File: src/rtl/core/vnd_pkg.sv
package vnd_pkg;

  localparam int unsigned BUFFER_BYTES_DEF = 262144;
  localparam int unsigned TABLE_INDEX_BITS_DEF = 6;

  localparam int unsigned LEN_W = 19;
  localparam logic [LEN_W-1:0] LEN_MAX = 19'h7FFFF;
  localparam logic [LEN_W-1:0] HDR_BYTES = 19'd28;
  localparam logic [31:0] CRC_POLY = 32'hEDB88320;
  localparam logic [31:0] CRC_INIT = 32'hFFFFFFFF;
  localparam logic [4:0] NAL_IDR = 5'd5;
  localparam logic [7:0] SLOT_NONE = 8'hFF;
  localparam logic [2:0] KEY_CNT_MAX = 3'd7;
  localparam logic [2:0] KEY_CNT_EMIT = 3'd5;

  localparam logic [1:0] KIND_DATA = 2'd0;
  localparam logic [1:0] KIND_REPLAY = 2'd1;
  localparam logic [1:0] KIND_ERROR = 2'd2;

  localparam logic [1:0] CFG_HASH_EN = 2'd0;
  localparam logic [1:0] CFG_HASH_KEY_ONLY = 2'd1;
  localparam logic [1:0] CFG_INJECT_EN = 2'd2;

  typedef struct packed {
    logic [1:0] kind;
    logic [7:0] slot;
    logic prepend_headers;
    logic is_keyframe;
    logic [LEN_W-1:0] packet_length;
    logic [31:0] hash_value;
  } result_t;

  // summary of one finished packet or connect word handed from front to back
  typedef struct packed {
    logic connect;
    logic is_short;
    logic is_keyframe;
    logic [LEN_W-1:0] byte_count;
    logic [31:0] hash_value;
  } pkt_t;

  function automatic logic [31:0] crc_byte(input logic [31:0] crc, input logic [7:0] b);
    logic [31:0] c;
    c = crc ^ {24'd0, b};
    for (int k = 0; k < 8; k++) begin
      c = c[0] ? ((c >> 1) ^ CRC_POLY) : (c >> 1);
    end
    return c;
  endfunction

endpackage

File: src/rtl/core/vnd_if.sv
interface vnd_in_if;
  logic valid;
  logic ready;
  logic action;
  logic [7:0] data_byte;
  logic last;
  modport source(output valid, action, data_byte, last, input ready);
  modport sink(input valid, action, data_byte, last, output ready);
endinterface

interface vnd_out_if;
  logic valid;
  logic ready;
  logic [1:0] kind;
  logic [7:0] slot;
  logic prepend_headers;
  logic is_keyframe;
  logic [18:0] packet_length;
  logic [31:0] hash_value;
  modport source(output valid, kind, slot, prepend_headers, is_keyframe, packet_length,
                 hash_value, input ready);
  modport sink(input valid, kind, slot, prepend_headers, is_keyframe, packet_length,
               hash_value, output ready);
endinterface

File: src/rtl/core/vnd_front.sv
module vnd_front (
  input  logic          clk,
  input  logic          rst_n,
  input  logic          in_valid,
  output logic          in_ready,
  input  logic          in_action,
  input  logic [7:0]    in_data_byte,
  input  logic          in_last,
  output logic          pkt_valid,
  input  logic          pkt_ready,
  output vnd_pkg::pkt_t pkt
);

  logic [31:0] crc_r, crc_nxt;
  logic [vnd_pkg::LEN_W-1:0] cnt_r, cnt_nxt;
  logic [4:0] nal_r, nal_nxt;
  logic take;

  assign in_ready = pkt_ready;
  assign take = in_valid && pkt_ready;

  always_comb begin
    crc_nxt = vnd_pkg::crc_byte(crc_r, in_data_byte);
    cnt_nxt = (cnt_r < vnd_pkg::LEN_MAX) ? cnt_r + 1'b1 : cnt_r;
    nal_nxt = (cnt_r == 19'd4) ? in_data_byte[4:0] : nal_r;
  end

  assign pkt_valid = take && (in_action || in_last);
  always_comb begin
    pkt.connect = in_action;
    pkt.is_short = cnt_nxt <= 19'd4;
    pkt.is_keyframe = (nal_nxt == vnd_pkg::NAL_IDR);
    pkt.byte_count = cnt_nxt;
    pkt.hash_value = ~crc_nxt;
  end

  always_ff @(posedge clk) begin
    if (!rst_n) begin
      crc_r <= vnd_pkg::CRC_INIT;
      cnt_r <= '0;
      nal_r <= '0;
    end else if (take) begin
      if (in_action || in_last) begin
        crc_r <= vnd_pkg::CRC_INIT;
        cnt_r <= '0;
        nal_r <= '0;
      end else begin
        crc_r <= crc_nxt;
        cnt_r <= cnt_nxt;
        nal_r <= nal_nxt;
      end
    end
  end

endmodule

File: src/rtl/core/vnd_queue.sv
module vnd_queue (
  input  logic          clk,
  input  logic          rst_n,
  input  logic          wr_valid,
  output logic          wr_ready,
  input  vnd_pkg::pkt_t wr_data,
  output logic          rd_valid,
  input  logic          rd_ready,
  output vnd_pkg::pkt_t rd_data
);

  vnd_pkg::pkt_t mem_r [2];
  logic [1:0] wp_r, rp_r;

  assign wr_ready = (wp_r - rp_r) != 2'd2;
  assign rd_valid = wp_r != rp_r;
  assign rd_data = mem_r[rp_r[0]];

  always_ff @(posedge clk) begin
    if (wr_valid && wr_ready) mem_r[wp_r[0]] <= wr_data;
  end

  always_ff @(posedge clk) begin
    if (!rst_n) begin
      wp_r <= '0;
      rp_r <= '0;
    end else begin
      if (wr_valid && wr_ready) wp_r <= wp_r + 2'd1;
      if (rd_valid && rd_ready) rp_r <= rp_r + 2'd1;
    end
  end

  a_no_overflow: assert property (@(posedge clk) disable iff (!rst_n)
    (wp_r - rp_r) <= 2'd2) else $error("queue count out of range");
  a_empty_no_valid: assert property (@(posedge clk) disable iff (!rst_n)
    (wp_r == rp_r) |-> !rd_valid) else $error("valid on empty queue");
  a_full_block: assert property (@(posedge clk) disable iff (!rst_n)
    ((wp_r - rp_r) == 2'd2) |-> !wr_ready) else $error("write into full queue");

endmodule

File: src/rtl/core/vnd_back.sv
module vnd_back #(
  parameter int unsigned BUFFER_BYTES = vnd_pkg::BUFFER_BYTES_DEF,
  parameter int unsigned TABLE_INDEX_BITS = vnd_pkg::TABLE_INDEX_BITS_DEF
) (
  input  logic             clk,
  input  logic             rst_n,
  input  logic             hash_en,
  input  logic             hash_key_only,
  input  logic             inject_en,
  input  logic             pkt_valid,
  output logic             pkt_ready,
  input  vnd_pkg::pkt_t    pkt,
  output logic             res_valid,
  input  logic             res_ready,
  output vnd_pkg::result_t res
);

  localparam int unsigned DEPTH = 1 << TABLE_INDEX_BITS;
  localparam logic [24:0] BUF = 25'(BUFFER_BYTES);

  // table with per-entry valid bits; invalid entry reads as zero
  logic [31:0] tbl_r [DEPTH];
  logic [DEPTH-1:0] vld_r;
  logic [2:0] kcnt_r, kcnt_nxt;
  logic force_r, force_nxt;
  logic res_valid_r;
  vnd_pkg::result_t res_r, res_nxt;
  // lookup stage: packet word plus the table word read for it
  logic s_valid_r;
  vnd_pkg::pkt_t s_pkt_r;
  logic [31:0] rd_r;
  logic fwd_r;
  logic [31:0] fwd_data_r;
  logic [TABLE_INDEX_BITS-1:0] idx, ld_idx;
  logic [31:0] entry;
  logic use_hash, hit, emit, fits, go, ld, wr_tbl;
  logic [2:0] kinc;

  assign go = s_valid_r && (!res_valid_r || res_ready);
  assign pkt_ready = !s_valid_r || go;
  assign ld = pkt_valid && pkt_ready;
  assign res_valid = res_valid_r;
  assign res = res_r;

  assign idx = s_pkt_r.hash_value[TABLE_INDEX_BITS-1:0];
  assign ld_idx = pkt.hash_value[TABLE_INDEX_BITS-1:0];
  // take the word written on the load edge when it hit the same entry
  assign entry = !vld_r[idx] ? 32'd0 : (fwd_r ? fwd_data_r : rd_r);

  always_comb begin
    use_hash = hash_en && (s_pkt_r.is_keyframe || !hash_key_only);
    hit = use_hash && (entry == s_pkt_r.hash_value);
    kinc = (kcnt_r < vnd_pkg::KEY_CNT_MAX) ? kcnt_r + 3'd1 : kcnt_r;
    fits = (25'(s_pkt_r.byte_count) + 25'(vnd_pkg::HDR_BYTES)) <= BUF;
    kcnt_nxt = kcnt_r;
    force_nxt = force_r;
    emit = 1'b0;
    wr_tbl = 1'b0;
    res_nxt.kind = vnd_pkg::KIND_DATA;
    res_nxt.slot = vnd_pkg::SLOT_NONE;
    res_nxt.prepend_headers = 1'b0;
    res_nxt.is_keyframe = 1'b0;
    res_nxt.packet_length = s_pkt_r.byte_count;
    res_nxt.hash_value = s_pkt_r.hash_value;
    if (s_pkt_r.is_short) begin
      res_nxt.kind = vnd_pkg::KIND_ERROR;
    end else begin
      res_nxt.is_keyframe = s_pkt_r.is_keyframe;
      if (use_hash) begin
        res_nxt.slot = 8'(32'(idx));
        if (hit) begin
          res_nxt.kind = vnd_pkg::KIND_REPLAY;
          res_nxt.packet_length = '0;
        end else begin
          wr_tbl = 1'b1;
        end
      end
      if (!hit && inject_en) begin
        if (force_r) begin
          emit = 1'b1;
        end else if (s_pkt_r.is_keyframe) begin
          kcnt_nxt = kinc;
          emit = kinc >= vnd_pkg::KEY_CNT_EMIT;
        end
        if (emit && fits) begin
          kcnt_nxt = '0;
          force_nxt = 1'b0;
          res_nxt.prepend_headers = 1'b1;
          res_nxt.packet_length =
            (s_pkt_r.byte_count > vnd_pkg::LEN_MAX - vnd_pkg::HDR_BYTES)
            ? vnd_pkg::LEN_MAX : s_pkt_r.byte_count + vnd_pkg::HDR_BYTES;
        end
      end
    end
  end

  always_ff @(posedge clk) begin
    if (go && !s_pkt_r.connect && wr_tbl) tbl_r[idx] <= s_pkt_r.hash_value;
    if (ld) rd_r <= tbl_r[ld_idx];
  end

  always_ff @(posedge clk) begin
    if (!rst_n) begin
      vld_r <= '0;
      kcnt_r <= '0;
      force_r <= 1'b0;
      res_valid_r <= 1'b0;
      s_valid_r <= 1'b0;
      fwd_r <= 1'b0;
    end else begin
      if (res_valid_r && res_ready) res_valid_r <= 1'b0;
      if (ld) begin
        s_valid_r <= 1'b1;
        fwd_r <= go && !s_pkt_r.connect && wr_tbl && (idx == ld_idx);
      end else if (go) begin
        s_valid_r <= 1'b0;
      end
      if (go) begin
        if (s_pkt_r.connect) begin
          vld_r <= '0;
          force_r <= 1'b1;
        end else begin
          if (wr_tbl) vld_r[idx] <= 1'b1;
          kcnt_r <= kcnt_nxt;
          force_r <= force_nxt;
          res_valid_r <= 1'b1;
        end
      end
    end
  end

  always_ff @(posedge clk) begin
    if (ld) begin
      s_pkt_r <= pkt;
      fwd_data_r <= s_pkt_r.hash_value;
    end
    if (go && !s_pkt_r.connect) res_r <= res_nxt;
  end

  a_connect_no_result: assert property (@(posedge clk) disable iff (!rst_n)
    (go && s_pkt_r.connect && !res_valid_r) |=> !res_valid_r)
    else $error("result on connect");
  a_connect_force: assert property (@(posedge clk) disable iff (!rst_n)
    (go && s_pkt_r.connect) |=> force_r) else $error("force flag not set");
  a_prepend_clears: assert property (@(posedge clk) disable iff (!rst_n)
    (go && !s_pkt_r.connect && res_nxt.prepend_headers) |=> (!force_r && kcnt_r == 3'd0))
    else $error("prepend did not clear counter");

endmodule

File: src/rtl/core/video_nal_dedup_and_header_inject_core.sv
// Video packet duplicate filter with parameter-set prepend decision.
// in_*  : one word per packet byte (in_action=0) or a connect word (in_action=1).
//         in_last marks the final byte; the packet result follows it.
// out_* : one result word per packet: kind, slot, prepend flag, keyframe flag,
//         length to send and the packet CRC-32.
// cfg_* : write enable, index and data; write only while idle.
// Throughput: one input word per cycle while the queue has room. The front
// updates the CRC one byte a cycle; the back does one registered table read
// and at most one table write per packet. The last byte's packet word passes
// the queue, the lookup stage's table read and the result register in turn.
// A two-entry queue and the lookup stage sit between front and back; the
// result register frees as soon as the receiver takes it, so a stalled
// receiver holds off input only once the lookup stage and the queue fill.
// Reset clears the table, counter, force flag and packet state; registers
// return to enabled.
module video_nal_dedup_and_header_inject_core #(
  parameter int unsigned BUFFER_BYTES = vnd_pkg::BUFFER_BYTES_DEF,
  parameter int unsigned TABLE_INDEX_BITS = vnd_pkg::TABLE_INDEX_BITS_DEF
) (
  input logic       clk,
  input logic       rst_n,
  vnd_in_if.sink    in_ch,
  vnd_out_if.source out_ch,
  input logic       cfg_we,
  input logic [1:0] cfg_index,
  input logic       cfg_data
);

  logic hash_en_r, key_only_r, inject_en_r;
  logic f_valid, f_ready, q_valid, q_ready;
  vnd_pkg::pkt_t f_pkt, q_pkt;
  vnd_pkg::result_t res;

  always_ff @(posedge clk) begin
    if (!rst_n) begin
      hash_en_r <= 1'b1;
      key_only_r <= 1'b1;
      inject_en_r <= 1'b1;
    end else if (cfg_we) begin
      unique case (cfg_index)
        vnd_pkg::CFG_HASH_EN:       hash_en_r <= cfg_data;
        vnd_pkg::CFG_HASH_KEY_ONLY: key_only_r <= cfg_data;
        vnd_pkg::CFG_INJECT_EN:     inject_en_r <= cfg_data;
        default: ;
      endcase
    end
  end

  vnd_front u_front (
    .clk, .rst_n,
    .in_valid(in_ch.valid), .in_ready(in_ch.ready), .in_action(in_ch.action),
    .in_data_byte(in_ch.data_byte), .in_last(in_ch.last),
    .pkt_valid(f_valid), .pkt_ready(f_ready), .pkt(f_pkt)
  );

  vnd_queue u_queue (
    .clk, .rst_n,
    .wr_valid(f_valid), .wr_ready(f_ready), .wr_data(f_pkt),
    .rd_valid(q_valid), .rd_ready(q_ready), .rd_data(q_pkt)
  );

  vnd_back #(.BUFFER_BYTES(BUFFER_BYTES), .TABLE_INDEX_BITS(TABLE_INDEX_BITS)) u_back (
    .clk, .rst_n,
    .hash_en(hash_en_r), .hash_key_only(key_only_r), .inject_en(inject_en_r),
    .pkt_valid(q_valid), .pkt_ready(q_ready), .pkt(q_pkt),
    .res_valid(out_ch.valid), .res_ready(out_ch.ready), .res(res)
  );

  assign out_ch.kind = res.kind;
  assign out_ch.slot = res.slot;
  assign out_ch.prepend_headers = res.prepend_headers;
  assign out_ch.is_keyframe = res.is_keyframe;
  assign out_ch.packet_length = res.packet_length;
  assign out_ch.hash_value = res.hash_value;

endmodule
File: src/flat_wrapper.sv
// flat-port wrapper written by rule: the top's interface ports become plain ports
module video_nal_dedup_and_header_inject_core_flat 
#(
  parameter int unsigned BUFFER_BYTES = vnd_pkg::BUFFER_BYTES_DEF,
  parameter int unsigned TABLE_INDEX_BITS = vnd_pkg::TABLE_INDEX_BITS_DEF
)
  (clk, rst_n, cfg_we, cfg_index, cfg_data, in_ch_valid, in_ch_action, in_ch_data_byte, in_ch_last, in_ch_ready, out_ch_valid, out_ch_kind, out_ch_slot, out_ch_prepend_headers, out_ch_is_keyframe, out_ch_packet_length, out_ch_hash_value, out_ch_ready);
  vnd_in_if in_ch_i ();
  vnd_out_if out_ch_i ();
  input logic clk;
  input logic rst_n;
  input logic cfg_we;
  input logic [1:0] cfg_index;
  input logic cfg_data;
  input wire logic [$bits(in_ch_i.valid)-1:0] in_ch_valid;
  input wire logic [$bits(in_ch_i.action)-1:0] in_ch_action;
  input wire logic [$bits(in_ch_i.data_byte)-1:0] in_ch_data_byte;
  input wire logic [$bits(in_ch_i.last)-1:0] in_ch_last;
  output wire logic [$bits(in_ch_i.ready)-1:0] in_ch_ready;
  output wire logic [$bits(out_ch_i.valid)-1:0] out_ch_valid;
  output wire logic [$bits(out_ch_i.kind)-1:0] out_ch_kind;
  output wire logic [$bits(out_ch_i.slot)-1:0] out_ch_slot;
  output wire logic [$bits(out_ch_i.prepend_headers)-1:0] out_ch_prepend_headers;
  output wire logic [$bits(out_ch_i.is_keyframe)-1:0] out_ch_is_keyframe;
  output wire logic [$bits(out_ch_i.packet_length)-1:0] out_ch_packet_length;
  output wire logic [$bits(out_ch_i.hash_value)-1:0] out_ch_hash_value;
  input wire logic [$bits(out_ch_i.ready)-1:0] out_ch_ready;
  assign in_ch_i.valid = in_ch_valid;
  assign in_ch_i.action = in_ch_action;
  assign in_ch_i.data_byte = in_ch_data_byte;
  assign in_ch_i.last = in_ch_last;
  assign in_ch_ready = in_ch_i.ready;
  assign out_ch_valid = out_ch_i.valid;
  assign out_ch_kind = out_ch_i.kind;
  assign out_ch_slot = out_ch_i.slot;
  assign out_ch_prepend_headers = out_ch_i.prepend_headers;
  assign out_ch_is_keyframe = out_ch_i.is_keyframe;
  assign out_ch_packet_length = out_ch_i.packet_length;
  assign out_ch_hash_value = out_ch_i.hash_value;
  assign out_ch_i.ready = out_ch_ready;
  video_nal_dedup_and_header_inject_core #(.BUFFER_BYTES(BUFFER_BYTES), .TABLE_INDEX_BITS(TABLE_INDEX_BITS)) u_core (.clk(clk), .rst_n(rst_n), .in_ch(in_ch_i), .out_ch(out_ch_i), .cfg_we(cfg_we), .cfg_index(cfg_index), .cfg_data(cfg_data));
endmodule
File: config.mk
export PLATFORM = sky130hd
export DESIGN_NAME = video_nal_dedup_and_header_inject_core_flat
export DESIGN_NICKNAME = d
export VERILOG_FILES = /design/src/rtl/core/vnd_pkg.sv /design/src/rtl/core/vnd_if.sv /design/src/rtl/core/vnd_front.sv /design/src/rtl/core/vnd_queue.sv /design/src/rtl/core/vnd_back.sv /design/src/rtl/core/video_nal_dedup_and_header_inject_core.sv /design/src/flat_wrapper.sv
export SDC_FILE = /design/constraint.sdc
export NUM_CORES = 2
export LEC_CHECK = 0
export BUFFER_PORTS_ARGS = -buffer_cell sky130_fd_sc_hd__buf_4
export CORE_ASPECT_RATIO = 0.9
export CORE_MARGIN = 1.5
export CORE_UTILIZATION = 41
export DETAILED_ROUTE_END_ITERATION = 16
export HOLD_SLACK_MARGIN = 0.06
export PLACE_DENSITY = 0.66
export SKIP_LAST_GASP = 1
export SYNTH_ARGS = -nofsm -noshare
export SYNTH_HDL_FRONTEND = slang
export SYNTH_SLANG_ARGS = --single-unit
File: constraint.sdc
create_clock -name clk -period 23.1 [get_ports clk]
set_input_delay 1.155 -clock clk [delete_from_list [all_inputs] [get_ports clk]]
set_output_delay 1.155 -clock clk [all_outputs]
set_load 0.005 [all_outputs]
=== Yosys cells after proc, flatten, opt, wreduce, memory -nomap -nowiden ===
Memories as Yosys holds them, arrays and structs flattened. A register that Yosys moved wholly into a read port is not among the register bits.
Cells that the tools add are included.

* Flip-flop bits (word level): 283
* Latch bits: 0
* Memory bits (writable): 2156
* ROM bits: 0
* Input bits: 18
* Output and inout port bits: 65
* Memories: 2

{| class="wikitable"
|+ Memory list
! memory !! words !! width !! read ports !! clocked after memory_dff !! wr ports !! line !! RTL
|-
| u_core.u_back.tbl_r || 64 || 32 || 1 || 1 || 1 || vnd_back.sv:22 || <nowiki>logic [31:0] tbl_r [DEPTH];</nowiki>
|-
| u_core.u_queue.mem_r || 2 || 54 || 1 || 1 || 1 || vnd_queue.sv:12 || <nowiki>vnd_pkg::pkt_t mem_r [2];</nowiki>
|}

* $add $sub $neg: 7
* Multiply operators: 0
* Divide/modulo/power cells: 0
* Order comparisons: 8
* Equal/unequal tests: 10
* Shifts and indexed selects: 0
* Multiplexer cells: 56
* Bitwise logic cells: 15
* Reductions and logical operators: 37

{| class="wikitable"
|+ Operators by type and width
! cell !! count
|-
| 2-to-1 mux 32 bit || 11
|-
| 2-to-1 mux 19 bit || 8
|-
| 2-to-1 mux 64 bit || 2
|-
| NOT 13 -> 14 bit || 8
|-
| OR 64 bit || 1
|-
| == test 32 bit || 1
|-
| NOT 32 bit || 1
|-
| XOR 32 x 8 -> 32 bit || 1
|-
| 2-to-1 mux 1 bit || 26
|-
| adder 19 x 5 -> 20 bit, second input constant || 1
|-
| <= comparator 20 x 19 -> 1 bit, second input constant || 1
|-
| adder 19 x 1 -> 19 bit, second input constant || 1
|-
| adder 19 x 5 -> 19 bit, second input constant || 1
|-
| == test 19 x 3 -> 1 bit, second input constant || 1
|-
| greater-than comparator 19 bit, second input constant || 1
|-
| <= comparator 19 x 3 -> 1 bit, second input constant || 1
|-
| less-than comparator 19 bit, second input constant || 1
|-
| logical AND 1 bit || 14
|-
| 2-to-1 mux 3 bit || 4
|-
| 2-to-1 mux 5 bit || 2
|-
| nonzero test 2 bit || 5
|-
| 2-to-1 mux 8 bit || 1
|-
| AND reduction 2 bit || 4
|-
| less-than comparator 6 x 7 -> 1 bit, second input constant || 1
|-
| 22 further kinds || 35
|}

=== Logic depth before layout (Yosys ltp) ===
* Depth in word-level cells: 18
* Gate-level depth with buffers: 18
* Gate-level depth less buffers: 13

=== Modules after synthesis ===
A second synthesis with hierarchy kept.

* Cells, all modules: 4352
* Area, all modules: 96124.7 um^2

{| class="wikitable"
|+ Modules (own cells, without submodules)
! module !! times used !! cells each !! area an instance (um^2) !! seq. area each (um^2)
|-
| vnd_back || 1 || 3745 || 88396.0 || 68325.5
|-
| vnd_queue || 1 || 200 || 4150.2 || 3343.2
|-
| vnd_front || 1 || 394 || 3435.8 || 1121.1
|-
| video_nal_dedup_and_header_inject_core || 1 || 13 || 142.6 || 60.1
|}

=== Least setup slack after synthesis ===
OpenSTA, ideal clock, no wires.

* Path type: input -> register
* Start point: input port out_ch_ready
* End point: register u_core.u_queue.rp_r[1]
* Arrival: 7828 ps
* Required time: 23035 ps
* Slack: 15207 ps
* Stages: 5
* Path buffers: 0
* Path through: nor2b_1 -> a21oi_1 -> nand2_1 -> xor2_1 -> nor2_1

* Word-level cells in the longest chain between the ends: 4

{| class="wikitable"
|+ RTL lines
! element !! line !! RTL
|-
| start, declared || flat_wrapper.sv:27 || <nowiki>input wire logic [$bits(out_ch_i.ready)-1:0] out_ch_ready;</nowiki>
|-
| logical OR 1 bit || vnd_back.sv:39 || <nowiki>assign go = s_valid_r && (!res_valid_r || res_ready);</nowiki>
|-
| logical AND 1 bit || vnd_back.sv:39 ||
|-
| logical OR 1 bit || vnd_back.sv:40 || <nowiki>assign pkt_ready = !s_valid_r || go;</nowiki>
|-
| logical AND 1 bit || - ||
|-
| net u_core.u_back.ld || vnd_back.sv:36 || <nowiki>logic use_hash, hit, emit, fits, go, ld, wr_tbl;</nowiki>
|-
| end signal, assigned || vnd_queue.sv:29 || <nowiki>if (rd_valid && rd_ready) rp_r <= rp_r + 2'd1;</nowiki>
|-
| end, declared || vnd_queue.sv:13 || <nowiki>logic [1:0] wp_r, rp_r;</nowiki>
|}

The timed path passes the listed nets, and every way through them passes these cells.
A chain may end at the register's enable or synchronous reset.

=== Worst setup path after layout ===
* Start point: register u_core.u_back.s_pkt_r (netlist bit u_core.u_back.idx[2])
* End point: memory u_core.u_back.tbl_r[28][25] (enable)

* Word-level cells in the longest chain between the ends: 11

{| class="wikitable"
|+ RTL lines
! element !! line !! RTL
|-
| start, declared || vnd_back.sv:30 || <nowiki>vnd_pkg::pkt_t s_pkt_r;</nowiki>
|-
| start signal, assigned || vnd_back.sv:134 || <nowiki>s_pkt_r <= pkt;</nowiki>
|-
| binary-select mux 1 bit (select 6 bit) || vnd_back.sv:48 || <nowiki>assign entry = !vld_r[idx] ? 32'd0 : (fwd_r ? fwd_data_r : rd_r);</nowiki>
|-
| 2-to-1 mux 1 bit (not written as such) || vnd_back.sv:48 ||
|-
| 2-to-1 mux 32 bit || vnd_back.sv:48 ||
|-
| == test 32 bit || vnd_back.sv:52 || <nowiki>hit = use_hash && (entry == s_pkt_r.hash_value);</nowiki>
|-
| logical AND 1 bit || vnd_back.sv:52 ||
|-
| 2-to-1 mux 1 bit || vnd_back.sv:71 || <nowiki>if (hit) begin</nowiki>
|-
| 2-to-1 mux 1 bit || vnd_back.sv:69 || <nowiki>if (use_hash) begin</nowiki>
|-
| 2-to-1 mux 1 bit || vnd_back.sv:65 || <nowiki>if (s_pkt_r.is_short) begin</nowiki>
|-
| logical AND 1 bit || vnd_back.sv:98 || <nowiki>if (go && !s_pkt_r.connect && wr_tbl) tbl_r[idx] <= s_pkt_r.hash_value;</nowiki>
|-
| 2-to-1 mux 1 bit || vnd_back.sv:98 ||
|-
| 2-to-1 mux 1 bit (not written as such) || vnd_back.sv:98 ||
|-
| end, declared || vnd_back.sv:22 ||
|}

Parallel ways exist; a longest one is shown, timed or not. The select of a mux whose other input is x is not followed.

==> results.toml <==
[sta]
rsz0062_at_grt = "false"
slew_headroom = 0.0164
final-hold-violation-count = 0
timing.fmax_mhz = 123
finalSetupTns_ns = 0
worst_slew_pin_slew_ns = 1.47
finalSetupViolCount = 0
setup_slack_ns = 14.98
slew_violations = 0
fin_crit_ns = 8.12
min_period_over_period = 0.351
skew_ns = 0.0488

[global_route]
grt_use_total = 0.230
antenna_found_initial = 23
grt.overflow.total = 0
grt_max_degree = 170
grt_pass1_vias = 60300
grt_first_pass_wirelength_um = 415000

[clock_tree]
cts_tree = "done"
cts_resized = 0
cts_made_buffers = 235
cts.sinks = 2471
cts_setup_buffers = 0
cts_root_buf = "clkbuf_16"
clk_latency_ns = 0.89
cts.clk_slew.worst_paths_ns = 0.06
holdBufCountCts = 0
cts_buffer_depth = 3
htree_levels = 4

[setup_path]
path_depth = 14
critPathRequiredTime_ns = 23.61
slowest_stage = "edfxtp_1"
crit_top_cell = "buf_4"
start_kind = "flop"
crit_fanout = 70
cp.buffers_inverters = 4
worstPathArrival_ns = 8.63
critical-path-top-delay-family = "simple AND/OR/NAND/NOR gates"
worst_r2r_path_depth = 14
r2r_slack_ns = 14.98
r2r_end = "u_core.u_back.tbl_r[28][25]"
crit_type = "reg -> reg"
path_cells = "buf_4 > mux2i_1 > a22oi_1 > nand3_1 > nand4_1 > nor2_1 > nor2_1 > o2111ai_1 > nor4_2 > buf_4 > or3_4 > buf_4 > nor3_2 > buf_4"
rr_startpoint = "u_core.u_back.idx[2]"
cp-end-kind = "flop"
slowest_delay_ns = 1.22

[yosys]
synth_warnings = 0
ys_seq_elements = 2471
ys_top_cells_by_count = "edfxtp_1 (2336), nand2_1 (2144), nand3_1 (1069), clkbuf_1 (463), a311oi_1 (353)"
synth_enable_flop_cells = 2336
synth_most_common_cell = "edfxtp_1"
synth_nets = 7641
netlist_instances = 7617
yosys.area.top_type_share = 0.711
yosysTopAreaCell = "edfxtp_1"
synth_area_mm2 = 0.0987
ys.flop_type = "edfxtp_1"
synth-seq-area-share = 0.738
async_flop_share = 0
synth.distinct_cells = 59
postSynthAreaPerCell_um2 = 13.0
synthTopCellsByArea = "edfxtp_1 (71%), nand2_1 (8.2%), nand3_1 (5.4%)"

[placement]
portBuffers = 82
hpwlAfterDp_um = 167000
place_ws_ns = 15.27
place_inst = 10600
gp_congestion = 0.959

[layout]
drive_gt1_frac = 0.102
nets = 7642
fin_cells = 11000
fillers = 20500
regArea_mm2 = 0.0729
multi_input_area_mm2 = 0.0241
syn2layout_area_growth_pct = 12.8

[drt]
drc = 0
wl_per_cell_um = 26.1
drt_iter0_drc = 10000
vias = 64600
via_per_inst = 5.87
ant_nets = 0
wl_um = 287000
firstDrtPassIters = 6

[hold_path]
worstHoldEndpoint = "u_core.u_back.vld_r[43]"
min_path_cells = 1
hp-class = "reg -> reg"
min_from = "u_core.u_back.vld_r[43]"

[floorplan]
die_area_mm2 = 0.244
initial_utilization = 0.413
io_pins = 83
dieWidth_um = 520
die_h_um = 468
core_mm2 = 0.239
rows = 170

[job]
maxCapViolCount = 0

[pwr]
peakVddDrop_uv = 117
power_uw = 15300
p_leak_uw = 0.0374
power.density_mw_per_mm2 = 138

[run_status]
status = "complete, no violations"
[through the flow]
| stage | hold slack (ns) | area, µm² | util |
|---|---|---|---|
| finish | 0.468 | 111000 | 0.466 |
| global route | 0.459 | 111000 | 0.466 |
| CTS | 0.442 | 111000 | 0.466 |
| detailed placement | 0.452 | 103000 | 0.433 |
| global placement | 0.450 | 103000 | 0.433 |
| floorplan | 0.425 | 98700 | - |
[state kept, by name, indices dropped and copies added, names as in the netlist, named ones only]
register                  flops
u_core.u_back.tbl_r        2048
u_core.u_queue.mem_r        108
u_core.u_queue.wp_r           2
u_core.u_back.vld_r          64
u_core.u_front.cnt_r         19
u_core.u_queue.rp_r           2
u_core.u_back.fwd_data_r     32
u_core.hash_en_r              1
u_core.u_front.crc_r         32
u_core.u_back.rd_r           32
u_core.inject_en_r            1
u_core.u_back.s_valid_r       1
u_core.u_back.res_valid       1
u_core.u_back.force_r         1
u_core.u_back.res            62
u_core.u_back.s_pkt_r        22
u_core.u_back.idx             6
u_core.u_back.res_nxt        26
u_core.u_back.fwd_r           1
u_core.u_front.nal_r          5
u_core.key_only_r             1
u_core.u_back.kcnt_r          3
[worst reg2reg max path: cells and delay by family, from the launching register on]
family	cells	cell delay, ns
multiplexers	1	0.39
flip-flops	1	1.22
AO/OA/AOI/OAI	2	0.47
AND/OR/NAND/NOR	7	3.63
buffers and inverters	4	2.03
[cell type report]
| class | instances | area share |
|---|---|---|
| clock inverter | 145 | 0.0144 |
| antenna | 2 | 0.0000450 |
| sequential | 2471 | 0.655 |
| multi-input combinational | 4580 | 0.217 |
| inverter | 40 | 0.00154 |
| tap | 3182 | 0.0358 |
| clock buffer | 295 | 0.0561 |
| timing repair buffer | 290 | 0.0207 |
[power breakdown]
group	switching [µW]	internal [µW]
Clock	1690	2220
Combinational	4170	1220
Sequential	185	5850
[how the worst max path moves through the flow]
| stage | start | endpoint | slack [ns] |
|---|---|---|---|
| 2_1_floorplan | out_ch_ready | u_core.u_queue.rp_r[1] | 15.21 |
| 3_3_place_gp | u_core.u_back.idx[2] | u_core.u_back.tbl_r[28][26] | 15.43 |
| 3_5_place_dp | u_core.u_back.idx[2] | u_core.u_back.tbl_r[28][25] | 15.27 |
| 4_1_cts | u_core.u_back.idx[2] | u_core.u_back.tbl_r[28][25] | 15.21 |
| 5_1_grt | u_core.u_back.idx[2] | u_core.u_back.tbl_r[28][27] | 14.60 |
| 6_report | u_core.u_back.idx[2] | u_core.u_back.tbl_r[28][25] | 14.98 |
[routing by layer]
metal / routed length, µm / GRT usage
met4: 11200 / 0.0873
met1: 115000 / 0.328
met3: 33200 / 0.0494
met5: 47 / 0
met2: 127000 / 0.345
[cells in the final DEF (no fill, tap or decap), types with 64 or more instances in the layout]
cell type	n
and3_1	140
edfxtp_1	2336
nand3_1	1069
nand2_1	2143
clkbuf_16	236
nor2_1	79
o21a_1	66
mux2_2	64
buf_4	280
xnor2_1	72
a311oi_1	350
dfxtp_1	133
a21oi_1	71
[kinds of logic after synthesis]
family / count (synthesis) / synth area share
muxes: 121 / 0.0131
DFF: 2471 / 0.738
adders and majority gates: 6 / 0.000761
xor gates and xnor gates: 120 / 0.0107
AOI/OAI and AO/OA: 708 / 0.0556
buffers and inverters: 566 / 0.0221
and+or+nand+nor: 3625 / 0.159
(Power assumes the default switching activity.)
